===== src/rtl/core/ljr_pkg.sv =====
// types, codes and constants of the link join retry controller
package ljr_pkg;

   typedef enum logic [1:0] {
      MODE_OFF     = 2'd0,
      MODE_JOINING = 2'd1,
      MODE_UP      = 2'd2,
      MODE_AP      = 2'd3
   } mode_type;

   typedef enum logic [2:0] {
      ACT_NONE       = 3'd0,
      ACT_CONNECT    = 3'd1,
      ACT_RETRY      = 3'd2,
      ACT_AP         = 3'd3,
      ACT_DISCONNECT = 3'd4
   } action_type;

   localparam logic [2:0] FUNC_START       = 3'd0;
   localparam logic [2:0] FUNC_STA_START   = 3'd1;
   localparam logic [2:0] FUNC_DISCONNECT  = 3'd2;
   localparam logic [2:0] FUNC_GOT_IP      = 3'd3;
   localparam logic [2:0] FUNC_TIMER_FIRED = 3'd4;
   localparam logic [2:0] FUNC_PAUSE       = 3'd5;
   localparam logic [2:0] FUNC_RESUME      = 3'd6;

   localparam logic [1:0] CSR_KNOWN_COUNT     = 2'd0;
   localparam logic [1:0] CSR_BASE_DELAY      = 2'd1;
   localparam logic [1:0] CSR_MAX_DELAY       = 2'd2;
   localparam logic [1:0] CSR_PER_NET_RETRIES = 2'd3;

   localparam logic [3:0]  KNOWN_COUNT_RESET     = 4'd0;
   localparam logic [15:0] BASE_DELAY_RESET      = 16'd500;
   localparam logic [19:0] MAX_DELAY_RESET       = 20'd8000;
   localparam logic [7:0]  PER_NET_RETRIES_RESET = 8'd3;

   localparam logic [2:0] SHIFT_CAP = 3'd4;

   typedef struct packed {
      logic [2:0] func;
      logic       no_ap_found;
   } req_type;

   typedef struct packed {
      action_type  action;
      logic [19:0] backoff;
      logic [2:0]  join_index;
      mode_type    link_state;
      logic        cancel_timer;
   } rsp_type;

   typedef struct packed {
      mode_type   link_mode;
      logic [7:0] retry_count;
      logic       ever_connected;
      logic [2:0] current_net;
      logic [3:0] pass_failures;
      logic       paused;
   } state_type;

   typedef struct packed {
      logic [3:0]  eff_count;
      logic [15:0] base_backoff;
      logic [19:0] backoff_cap;
      logic [7:0]  per_net_retries;
   } cfg_type;

   // n mod k for n up to 8; k of zero is never used on the taken path
   function automatic logic [3:0] wrap_mod(logic [3:0] n, logic [3:0] k);
      logic [3:0] r;
      r = n;
      if (k == 4'd1) begin
         r = 4'd0;
      end else begin
         for (int i = 0; i < 4; i++) begin
            if (r >= k) begin
               r = r - k;
            end
         end
      end
      return r;
   endfunction

endpackage


===== src/rtl/core/ljr_req_stage.sv =====
// input register stage for link event requests
module ljr_req_stage (
   input  logic             clock,
   input  logic             reset,
   input  logic             req_valid,
   output logic             req_ready,
   input  ljr_pkg::req_type req_data,
   output logic             stage_valid,
   output ljr_pkg::req_type stage_data,
   input  logic             stage_take
);

   logic             valid_ff;
   ljr_pkg::req_type data_ff;

   assign req_ready   = !valid_ff || stage_take;
   assign stage_valid = valid_ff;
   assign stage_data  = data_ff;

   always_ff @(posedge clock) begin
      if (reset) begin
         valid_ff <= 1'b0;
      end else if (req_ready) begin
         valid_ff <= req_valid;
      end
   end

   always_ff @(posedge clock) begin
      if (req_valid && req_ready) begin
         data_ff <= req_data;
      end
   end

endmodule


===== src/rtl/core/ljr_step_logic.sv =====
// per event decision logic: next link state and the command for one request
module ljr_step_logic (
   input  ljr_pkg::state_type cur,
   input  ljr_pkg::cfg_type   cfg,
   input  ljr_pkg::req_type   req,
   output ljr_pkg::state_type nxt,
   output ljr_pkg::rsp_type   rsp
);

   logic [7:0]  rc_base;
   logic [7:0]  rc_bump;
   logic [3:0]  pf_bump;
   logic [3:0]  net_wrap;
   logic [2:0]  shift;
   logic [19:0] shifted;
   logic [19:0] delay;
   logic        has_nets;

   always_comb begin
      has_nets = (cfg.eff_count != 4'd0);
      rc_base  = (cur.link_mode == ljr_pkg::MODE_UP) ? 8'd0 : cur.retry_count;
      rc_bump  = (rc_base == 8'hFF) ? rc_base : rc_base + 8'd1;
      pf_bump  = (cur.pass_failures == 4'hF) ? cur.pass_failures
                                              : cur.pass_failures + 4'd1;
      net_wrap = ljr_pkg::wrap_mod({1'b0, cur.current_net} + 4'd1, cfg.eff_count);
      shift    = (rc_bump >= {5'd0, ljr_pkg::SHIFT_CAP}) ? ljr_pkg::SHIFT_CAP : rc_bump[2:0];
      shifted  = {4'd0, cfg.base_backoff} << shift;
      delay    = (shifted > cfg.backoff_cap) ? cfg.backoff_cap : shifted;
   end

   always_comb begin
      nxt              = cur;
      rsp.action       = ljr_pkg::ACT_NONE;
      rsp.backoff      = 20'd0;
      rsp.cancel_timer = 1'b0;
      case (req.func)
         ljr_pkg::FUNC_START: begin
            if (has_nets) begin
               nxt.current_net   = 3'd0;
               nxt.pass_failures = 4'd0;
               nxt.link_mode     = ljr_pkg::MODE_JOINING;
               nxt.retry_count   = 8'd0;
            end else begin
               nxt.link_mode = ljr_pkg::MODE_AP;
               rsp.action    = ljr_pkg::ACT_AP;
            end
         end
         ljr_pkg::FUNC_STA_START, ljr_pkg::FUNC_TIMER_FIRED: begin
            if (cur.link_mode == ljr_pkg::MODE_JOINING && !cur.paused) begin
               rsp.action = ljr_pkg::ACT_CONNECT;
            end
         end
         ljr_pkg::FUNC_DISCONNECT: begin
            if (!cur.paused &&
                (cur.link_mode inside {ljr_pkg::MODE_UP, ljr_pkg::MODE_JOINING})) begin
               nxt.link_mode   = ljr_pkg::MODE_JOINING;
               nxt.retry_count = rc_bump;
               if (!cur.ever_connected && (req.no_ap_found || rc_bump > cfg.per_net_retries)) begin
                  // move on to the next known network, or give up the pass and fall back to access point
                  nxt.pass_failures = pf_bump;
                  if (!has_nets || pf_bump >= cfg.eff_count) begin
                     nxt.link_mode = ljr_pkg::MODE_AP;
                     rsp.action    = ljr_pkg::ACT_AP;
                  end else begin
                     nxt.current_net = net_wrap[2:0];
                     nxt.retry_count = 8'd0;
                     rsp.action      = ljr_pkg::ACT_CONNECT;
                  end
               end else begin
                  rsp.action  = ljr_pkg::ACT_RETRY;
                  rsp.backoff = delay;
               end
            end
         end
         ljr_pkg::FUNC_GOT_IP: begin
            nxt.link_mode      = ljr_pkg::MODE_UP;
            nxt.retry_count    = 8'd0;
            nxt.pass_failures  = 4'd0;
            nxt.ever_connected = 1'b1;
         end
         ljr_pkg::FUNC_PAUSE: begin
            if (!cur.paused) begin
               nxt.paused       = 1'b1;
               rsp.cancel_timer = 1'b1;
               if (cur.link_mode == ljr_pkg::MODE_JOINING) begin
                  rsp.action = ljr_pkg::ACT_DISCONNECT;
               end
            end
         end
         ljr_pkg::FUNC_RESUME: begin
            if (cur.paused) begin
               nxt.paused = 1'b0;
               if (cur.link_mode == ljr_pkg::MODE_OFF ||
                   cur.link_mode == ljr_pkg::MODE_JOINING) begin
                  if (has_nets) begin
                     nxt.current_net   = 3'd0;
                     nxt.pass_failures = 4'd0;
                     nxt.link_mode     = ljr_pkg::MODE_JOINING;
                     nxt.retry_count   = 8'd0;
                     rsp.action        = ljr_pkg::ACT_CONNECT;
                  end else begin
                     nxt.link_mode = ljr_pkg::MODE_AP;
                     rsp.action    = ljr_pkg::ACT_AP;
                  end
               end
            end
         end
         default: begin
         end
      endcase
      rsp.join_index = nxt.current_net;
      rsp.link_state = nxt.link_mode;
   end

endmodule


===== src/rtl/core/link_join_retry_controller.sv =====
// top level of the link join retry controller: csr registers, link state and result register
// One request per clock cycle, sustained: every event is decided by one pass of
// small compare, shift and update logic between the request register and the
// result register, so a request in the request register loads the result register
// as soon as that is free, and a new request is taken each cycle while rsp_ready
// stays high. A result waiting on rsp_ready holds the next request in the request
// register, and req_ready drops once that register is full too, so at most two
// requests sit inside the block. The user must write the csr registers (known count,
// base delay, delay cap, per-network retries) only while no request is in flight;
// the block itself does not enforce it. Known counts above MAX_KNOWN act as MAX_KNOWN.
module link_join_retry_controller #(
   parameter int MAX_KNOWN = 8
) (
   input  logic             clock,
   input  logic             reset,
   // request channel
   input  logic             req_valid,
   output logic             req_ready,
   input  ljr_pkg::req_type req_data,
   // result channel
   output logic             rsp_valid,
   input  logic             rsp_ready,
   output ljr_pkg::rsp_type rsp_data,
   // csr write port
   input  logic             csr_write_en,
   input  logic [1:0]       csr_index,
   input  logic [19:0]      csr_wdata
);

   // csr registers
   logic [3:0]  known_count_ff;
   logic [15:0] base_delay_ff;
   logic [19:0] max_delay_ff;
   logic [7:0]  per_net_retries_ff;
   ljr_pkg::cfg_type cfg;

   // link state
   ljr_pkg::state_type state_ff;
   ljr_pkg::state_type state_in;

   // result register
   logic             rsp_valid_ff;
   ljr_pkg::rsp_type rsp_data_ff;
   ljr_pkg::rsp_type rsp_data_in;

   // request register outputs
   logic             stage_valid;
   ljr_pkg::req_type stage_data;
   logic             stage_take;
   logic             fire;

   // the result register frees up when empty or being taken this cycle
   assign stage_take = !rsp_valid_ff || rsp_ready;
   assign fire       = stage_valid && stage_take;

   assign rsp_valid = rsp_valid_ff;
   assign rsp_data  = rsp_data_ff;

   // clamp the known count to the hardware limit
   always_comb begin
      cfg.eff_count       = (int'(known_count_ff) > MAX_KNOWN) ? 4'(MAX_KNOWN) : known_count_ff;
      cfg.base_backoff    = base_delay_ff;
      cfg.backoff_cap     = max_delay_ff;
      cfg.per_net_retries = per_net_retries_ff;
   end

   // csr writes
   always_ff @(posedge clock) begin
      if (reset) begin
         known_count_ff     <= ljr_pkg::KNOWN_COUNT_RESET;
         base_delay_ff      <= ljr_pkg::BASE_DELAY_RESET;
         max_delay_ff       <= ljr_pkg::MAX_DELAY_RESET;
         per_net_retries_ff <= ljr_pkg::PER_NET_RETRIES_RESET;
      end else if (csr_write_en) begin
         case (csr_index)
            ljr_pkg::CSR_KNOWN_COUNT:     known_count_ff     <= csr_wdata[3:0];
            ljr_pkg::CSR_BASE_DELAY:      base_delay_ff      <= csr_wdata[15:0];
            ljr_pkg::CSR_MAX_DELAY:       max_delay_ff       <= csr_wdata;
            ljr_pkg::CSR_PER_NET_RETRIES: per_net_retries_ff <= csr_wdata[7:0];
            default: begin
            end
         endcase
      end
   end

   // request register
   ljr_req_stage u_req_stage (
      .clock       (clock),
      .reset       (reset),
      .req_valid   (req_valid),
      .req_ready   (req_ready),
      .req_data    (req_data),
      .stage_valid (stage_valid),
      .stage_data  (stage_data),
      .stage_take  (stage_take)
   );

   // event decision
   ljr_step_logic u_step_logic (
      .cur (state_ff),
      .cfg (cfg),
      .req (stage_data),
      .nxt (state_in),
      .rsp (rsp_data_in)
   );

   // link state advances once per decided request
   always_ff @(posedge clock) begin
      if (reset) begin
         state_ff.link_mode      <= ljr_pkg::MODE_OFF;
         state_ff.retry_count    <= 8'd0;
         state_ff.ever_connected <= 1'b0;
         state_ff.current_net    <= 3'd0;
         state_ff.pass_failures  <= 4'd0;
         state_ff.paused         <= 1'b0;
      end else if (fire) begin
         state_ff <= state_in;
      end
   end

   // result register: loads on fire, empties when taken
   always_ff @(posedge clock) begin
      if (reset) begin
         rsp_valid_ff <= 1'b0;
      end else if (fire) begin
         rsp_valid_ff <= 1'b1;
      end else if (rsp_ready) begin
         rsp_valid_ff <= 1'b0;
      end
   end

   always_ff @(posedge clock) begin
      if (fire) begin
         rsp_data_ff <= rsp_data_in;
      end
   end

endmodule


===== config.mk =====
export PLATFORM = sky130hd
export DESIGN_NAME = link_join_retry_controller
export DESIGN_NICKNAME = d
export VERILOG_FILES = /design/src/rtl/core/ljr_pkg.sv /design/src/rtl/core/ljr_req_stage.sv /design/src/rtl/core/ljr_step_logic.sv /design/src/rtl/core/link_join_retry_controller.sv
export SDC_FILE = /design/constraint.sdc
export NUM_CORES = 1
export LEC_CHECK = 0
export ABC_AREA = 1
export BUFFER_PORTS_ARGS = -buffer_cell sky130_fd_sc_hd__buf_2
export CAP_MARGIN = 10
export CORE_AREA = 2 2 133 135
export DETAILED_ROUTE_END_ITERATION = 6
export DIE_AREA = 0 0 135 137
export GPL_TIMING_DRIVEN = 0
export HOLD_SLACK_MARGIN = 0.08
export PLACE_DENSITY = 0.71
export SYNTH_ARGS = -nofsm -noshare
export SYNTH_HDL_FRONTEND = slang
export SYNTH_HIERARCHICAL = 1
export SYNTH_SLANG_ARGS = --single-unit

===== constraint.sdc =====
create_clock -name clock -period 6.3 [get_ports clock]
set_input_delay 0 -clock clock [delete_from_list [all_inputs] [get_ports clock]]
set_output_delay 0 -clock clock [all_outputs]
set_load 0.005 [all_outputs]

## After elaboration in Yosys (flattened, before gate mapping)

Index checks and enable logic that the tools add are counted.

- Flip-flop bits (word level): 102
- Output and inout port bits: 31
- Logic and storage cells: 136

- $add $sub $neg: 7
- Order comparisons: 9
- Eq/ne operators: 18
- Shift operators: 1
- Muxes and demuxes: 47
- Bitwise logic cells: 2
- Reduce and logical (&&, ||, !) cells: 33

Operator list:

| cell | count |
|---|---|
| 10-bit 2-to-1 mux | 4 |
| 20-bit 2-to-1 mux | 2 |
| 8-bit 2-to-1 mux | 5 |
| 10-bit one-hot mux with 4 select lines | 1 |
| 4-bit 2-to-1 mux | 8 |
| 7-bit 2-to-1 mux | 4 |
| 3-bit 2-to-1 mux | 8 |
| 23-bit 2-to-1 mux | 1 |
| 4-bit greater-or-equal comparator | 5 |
| 20-bit greater-than comparator | 1 |
| 16-bit by 3-bit << shifter with 20-bit output | 1 |
| 4-bit one-hot mux with 4 select lines | 1 |
| 3-bit one-hot mux with 5 select lines | 1 |
| 2-bit 2-to-1 mux | 6 |
| 2-bit AND reduction | 6 |
| 4-bit subtractor | 3 |
| 3-bit equality test, second input constant | 3 |
| 3-bit one-hot mux with 3 select lines | 1 |
| 8-bit by 1-bit adder with 8-bit output, second input constant | 1 |
| 8-bit equality test, second input constant | 1 |
| 8-bit by 3-bit greater-or-equal comparator with 1-bit output, second input constant | 1 |
| 8-bit greater-than comparator | 1 |
| 4-bit nonzero test | 2 |
| 2-bit equality test, second input constant | 3 |
| other kinds (24) | 47 |

## Logic depth before layout (Yosys ltp)

- Depth in word-level cells: 18
- Depth in mapped cells: 43
- Depth with buffers taken out: 43

## Cells and area by module

Netlist, hierarchy kept.

Modules (own cells, without submodules):

| module | times used | cells each | area each (um^2) |
|---|---|---|---|
| link_join_retry_controller | 1 | 451 | 3697.3 |
| ljr_step_logic | 1 | 659 | 3657.3 |
| ljr_req_stage | 1 | 10 | 167.7 |

## Least setup slack after synthesis

No wires, ideal clock.

- Kind: reg2reg
- From: register known_count_ff[2]
- To: register rsp_data_ff (netlist bit rsp_data[5]), data pin
- Library setup time: 0.251 ns
- Arrival time: 6.114 ns
- Path slack: -0.066 ns
- Stages on the path, launching flop included: 39
- Clock period less this slack: 6.366 ns
- Cells stage by stage: dfxtp_1 -> inv_1 -> nand3_1 -> a21oi_1 -> inv_1 -> ha_1 -> nand4_1 -> nand2_1 -> nand2_1 -> nand2_1 -> inv_1 -> ha_1 -> fa_1 -> a21oi_1 -> or2_2 -> a21oi_1 -> inv_1 -> nand2_1 -> [... 3 more ...] -> nor2_1 -> nor2_1 -> nand2_1 -> a21oi_1 -> or2_2 -> and2_1 -> ha_1 -> fa_1 -> or2_2 -> nand3b_1 -> a21oi_1 -> a21oi_1 -> nor2_1 -> nand2_1 -> nand2_1 -> nand3_1 -> nand3_1 -> buf_4

RTL lines:

| item | RTL line | RTL |
|---|---|---|
| from (decl) | link_join_retry_controller.sv:31 | `logic [3:0] known_count_ff;` |
| from (signal assigned) | link_join_retry_controller.sv:70 | `known_count_ff <= ljr_pkg::KNOWN_COUNT_RESET;` |
| from (signal assigned) | link_join_retry_controller.sv:76 | `ljr_pkg::CSR_KNOWN_COUNT: known_count_ff <= csr_wdata[3:0];` |
| to (signal assigned) | link_join_retry_controller.sv:134 | `rsp_data_ff <= rsp_data_in;` |
| to (decl) | link_join_retry_controller.sv:43 | `ljr_pkg::rsp_type rsp_data_ff;` |

==> summary.md <==
| Metric | Value |
|---|---|
| Outcome | completed |
| Register area share after synthesis | 0.315 |
| Worst-Margin Slew | between 0.6 and 0.7 ns |
| Bufs on Longest Clock Path | 2 |
| Initial antenna violation count | 0 |
| Fin nets | 1323 |
| Worst Hold Slack | around 0.084 ns |
| Max Clk Rate | 164 MHz |
| Worst Hold Depth | 3 |
| CP max stage delay | 0.41 ns |
| Die Y | roughly 140 um |
| Vias/cell | just over 5 |
| Yosys warns | 6 |
| Hold EP | u_req_stage/stage_data[1] |
| Filler Cells Inserted | roughly 1700 |
| Iter 0 DRT Violations | roughly 510 |
| Hold crit path type | in -> reg |
| Max-Cap Viols | 0 |
| Clk_skew | approximately 0.015 ns |
| Total gr overflow | 0 |
| Core footprint | 0.0171 mm2 |
| Ports | 62 |
| Placed cells | about 1400 |
| Antenna fix cells | 0 |
| Area grow syn2layout | 20.2% |
| Hold Path Origin | req_valid |
| WL/cell | ~14 um |
| Critical path class | reg -> reg |
| Final WS setup | roughly 0.22 ns |
| Syn Nets | approximately 1200 |
| # setup viols final | 0 |
| Startpoint Class | flop |
| Relative slew slack | 0.558 |
| Tot GR Track Use | 0.220 |
| Crit path max-delay cell type | fa_2 |
| Pre-CTS setup slack | -0.691 ns |
| Worst R2R Setup Slack | roughly 0.22 ns |
| Die Footprint | 0.0185 mm2 |
| Worst vdd ir | roughly 0.00017 V |
| Library cells used by synthesis | 48 |
| H-tree levels | 3 |
| # rows | 48 |
| Most frequent cells in the layout | nand2_1 (268), inv_1 (180), nor2_1 (136) |
| CP required | 6.56 ns |
| Drt drc | 0 |
| P per Cell Area | 284 mW/mm2 |
| TritonRoute pass-1 iters | 5 |
| Post-route ant nets | 0 |
| Cell area after synthesis | roughly 0.0075 mm2 |
| Post-DP HPWL | roughly 15000 um |
| Min cycle time layout | between 6 and 7 ns |
| Via count | 7392 |
| CTS tree | built |
| Die width | ~140 um |
| Syn Area/Cell | about 6.7 um2 |
| Worst r2r dst | state_ff[7] |
| TritonCTS Buffers | 9 |
| Post-Syn Instances | about 1100 |
| Most common cell after layout, fill and taps aside | nand2_1 |
| Detailed Route WL | between 20000 and 25000 um |
| Fin. max-slew vios | 0 |
| Unrepaired setup endpoints after global routing | true |
| Vias in the first global route | approximately 6700 |
| Reg2reg start | known_count_ff[1] |
| Critical path arrival | around 6.3 ns |
| Leak Pwr | about 4.6 nW |
| Final Cycle Share | 0.965 |
| Clk Latency, worst-skew pair | about 0.37 ns |
| Synth Register Bits | 102 |
| IO buf count | 60 |
| Crit end category | flop |
| Crit Path Max Fanout | 6 |
| Clock tree sinks | around 100 |
| Finished Layout Cells | 1463 |
| First-pass GRT wire length | between 30000 and 40000 um |
| CTS root buf | clkbuf_16 |
| Reg2reg path depth | 40 |
| CP dominant cell by count | nand2_1 |
| Final hold vios | 0 |
| Largest net degree at the start of global routing | 28 |
| Initial Util | 0.441 |
| Layout cells sized above 1 | 0.155 |
| GP Congestion | ~0.89 |
| CTS clk-pin slew, worst paths | around 0.080 ns |
## critical path, delay by kind of cell, from the launching register on
family,cells,cell delay (ns)
AO/OA/AOI/OAI,7,0.86
buffers and inverters,4,0.32
adder cells (fa/ha/maj),7,2.06
flip-flops,1,0.34
AND/OR/NAND/NOR,22,2.38
## flip-flops by register name (all words and copies together) (netlist names)
register	count
state_ff	19
max_delay_ff	20
base_delay_ff	16
rsp_data	29
u_req_stage/stage_data	4
rsp_valid	1
known_count_ff	4
u_req_stage/stage_valid	1
per_net_retries_ff	8
## logic make-up (layout without fill, tap and decap cells)
logic type,count (synthesis),after routing,share of synthesized area
flops,102,102,0.315
buf+inv,232,350,0.127
fa+ha+maj,59,59,0.102
xor+xnor,9,9,0.0115
simple gates,588,588,0.352
compound gates,130,130,0.0917
## power by group
part	internal [mW]	switching [mW]	total, mW
Combinational	0.494	0.757	1.25
Sequential	0.715	0.0286	0.744
Clock	0.286	0.291	0.577
## metrics by stage
step                setup TNS (ns)  utilization  area, um2  power, mW
detailed placement           -3.98        0.477       8140       1.79
global route                -0.338        0.530       9040       2.74
global placement             -3.65        0.475       8110       1.77
CTS                              0        0.516       8810       2.42
floorplan                        0            -       7530       1.55
finish                           0        0.530       9040       2.57
## synthesized netlist by cell type (all sizes together)
| cell | number | area share |
|---|---|---|
| clkinv | 1 | 0.00066 |
| nor2 | 144 | 0.080 |
| fa | 4 | 0.011 |
| a21oi | 68 | 0.046 |
| nor4 | 1 | 0.00083 |
| o22ai | 2 | 0.0017 |
| nor3 | 3 | 0.0020 |
| ha | 55 | 0.091 |
| a22oi | 1 | 0.0010 |
| dfxtp | 69 | 0.18 |
| o21a | 1 | 0.0010 |
| nand2 | 280 | 0.14 |
| clkbuf | 14 | 0.0070 |
| o21ai | 51 | 0.035 |
| a31oi | 1 | 0.00083 |
| nor4b | 1 | 0.0012 |
| or2 | 6 | 0.0050 |
| nand3 | 122 | 0.089 |
| nand4 | 25 | 0.022 |
| edfxtp | 33 | 0.13 |
| nand3b | 5 | 0.0067 |
| a211oi | 1 | 0.0010 |
| inv | 188 | 0.094 |
| buf | 29 | 0.025 |
| xnor2 | 4 | 0.0047 |
| xor2 | 5 | 0.0068 |
| o211ai | 5 | 0.0050 |
| and2 | 1 | 0.00083 |
## routing by layer
layer | vias up | track usage | share of wire | routed length [um]
met4 | 0 | 0.0642 | 0.022 | 456
met3 | 40 | 0.0311 | 0.047 | 968
met2 | 196 | 0.405 | 0.50 | 10200
met5 | - | 0 | 0 | 0
met1 | 3353 | 0.265 | 0.43 | 8710
li1 | 3803 | - | - | -
## what timing repair did
item	CTS	global route
setup buffers	2	10
hold buffers	29	0
endpoints found under the hold margin	54	0
pin swaps	3	16
cloned	0	0
resized for setup	14	33
endpoints found under the setup margin	6	6
## layout make-up
| cell class | instances | area [um2] | share of cell area |
|---|---|---|---|
| Clock buffer | 9 | 225 | 0.0249 |
| Timing Repair Buffer | 102 | 704 | 0.0779 |
| Buffer | 43 | 243 | 0.0268 |
| Tap cell | 225 | 282 | 0.0311 |
| Inverter | 189 | 713 | 0.0789 |
| Multi-Input combinational cell | 786 | 4410 | 0.487 |
| Sequential cell | 102 | 2380 | 0.263 |
| Clock inverter | 7 | 88.8 | 0.00982 |
## worst max path at each step
stage,cells after the start,from,endpoint,slack (ns)
global route,42,state_ff[5],state_ff[7],-0.09
CTS,38,state_ff[5],rsp_data[5],0.006
finish,40,known_count_ff[1],state_ff[7],0.22
global placement,38,known_count_ff[1],rsp_data[5],-0.64
floorplan,38,known_count_ff[1],rsp_data[5],0.14
detailed placement,38,known_count_ff[1],rsp_data[5],-0.69
No activity file was read; power rests on OpenSTA's default activity.
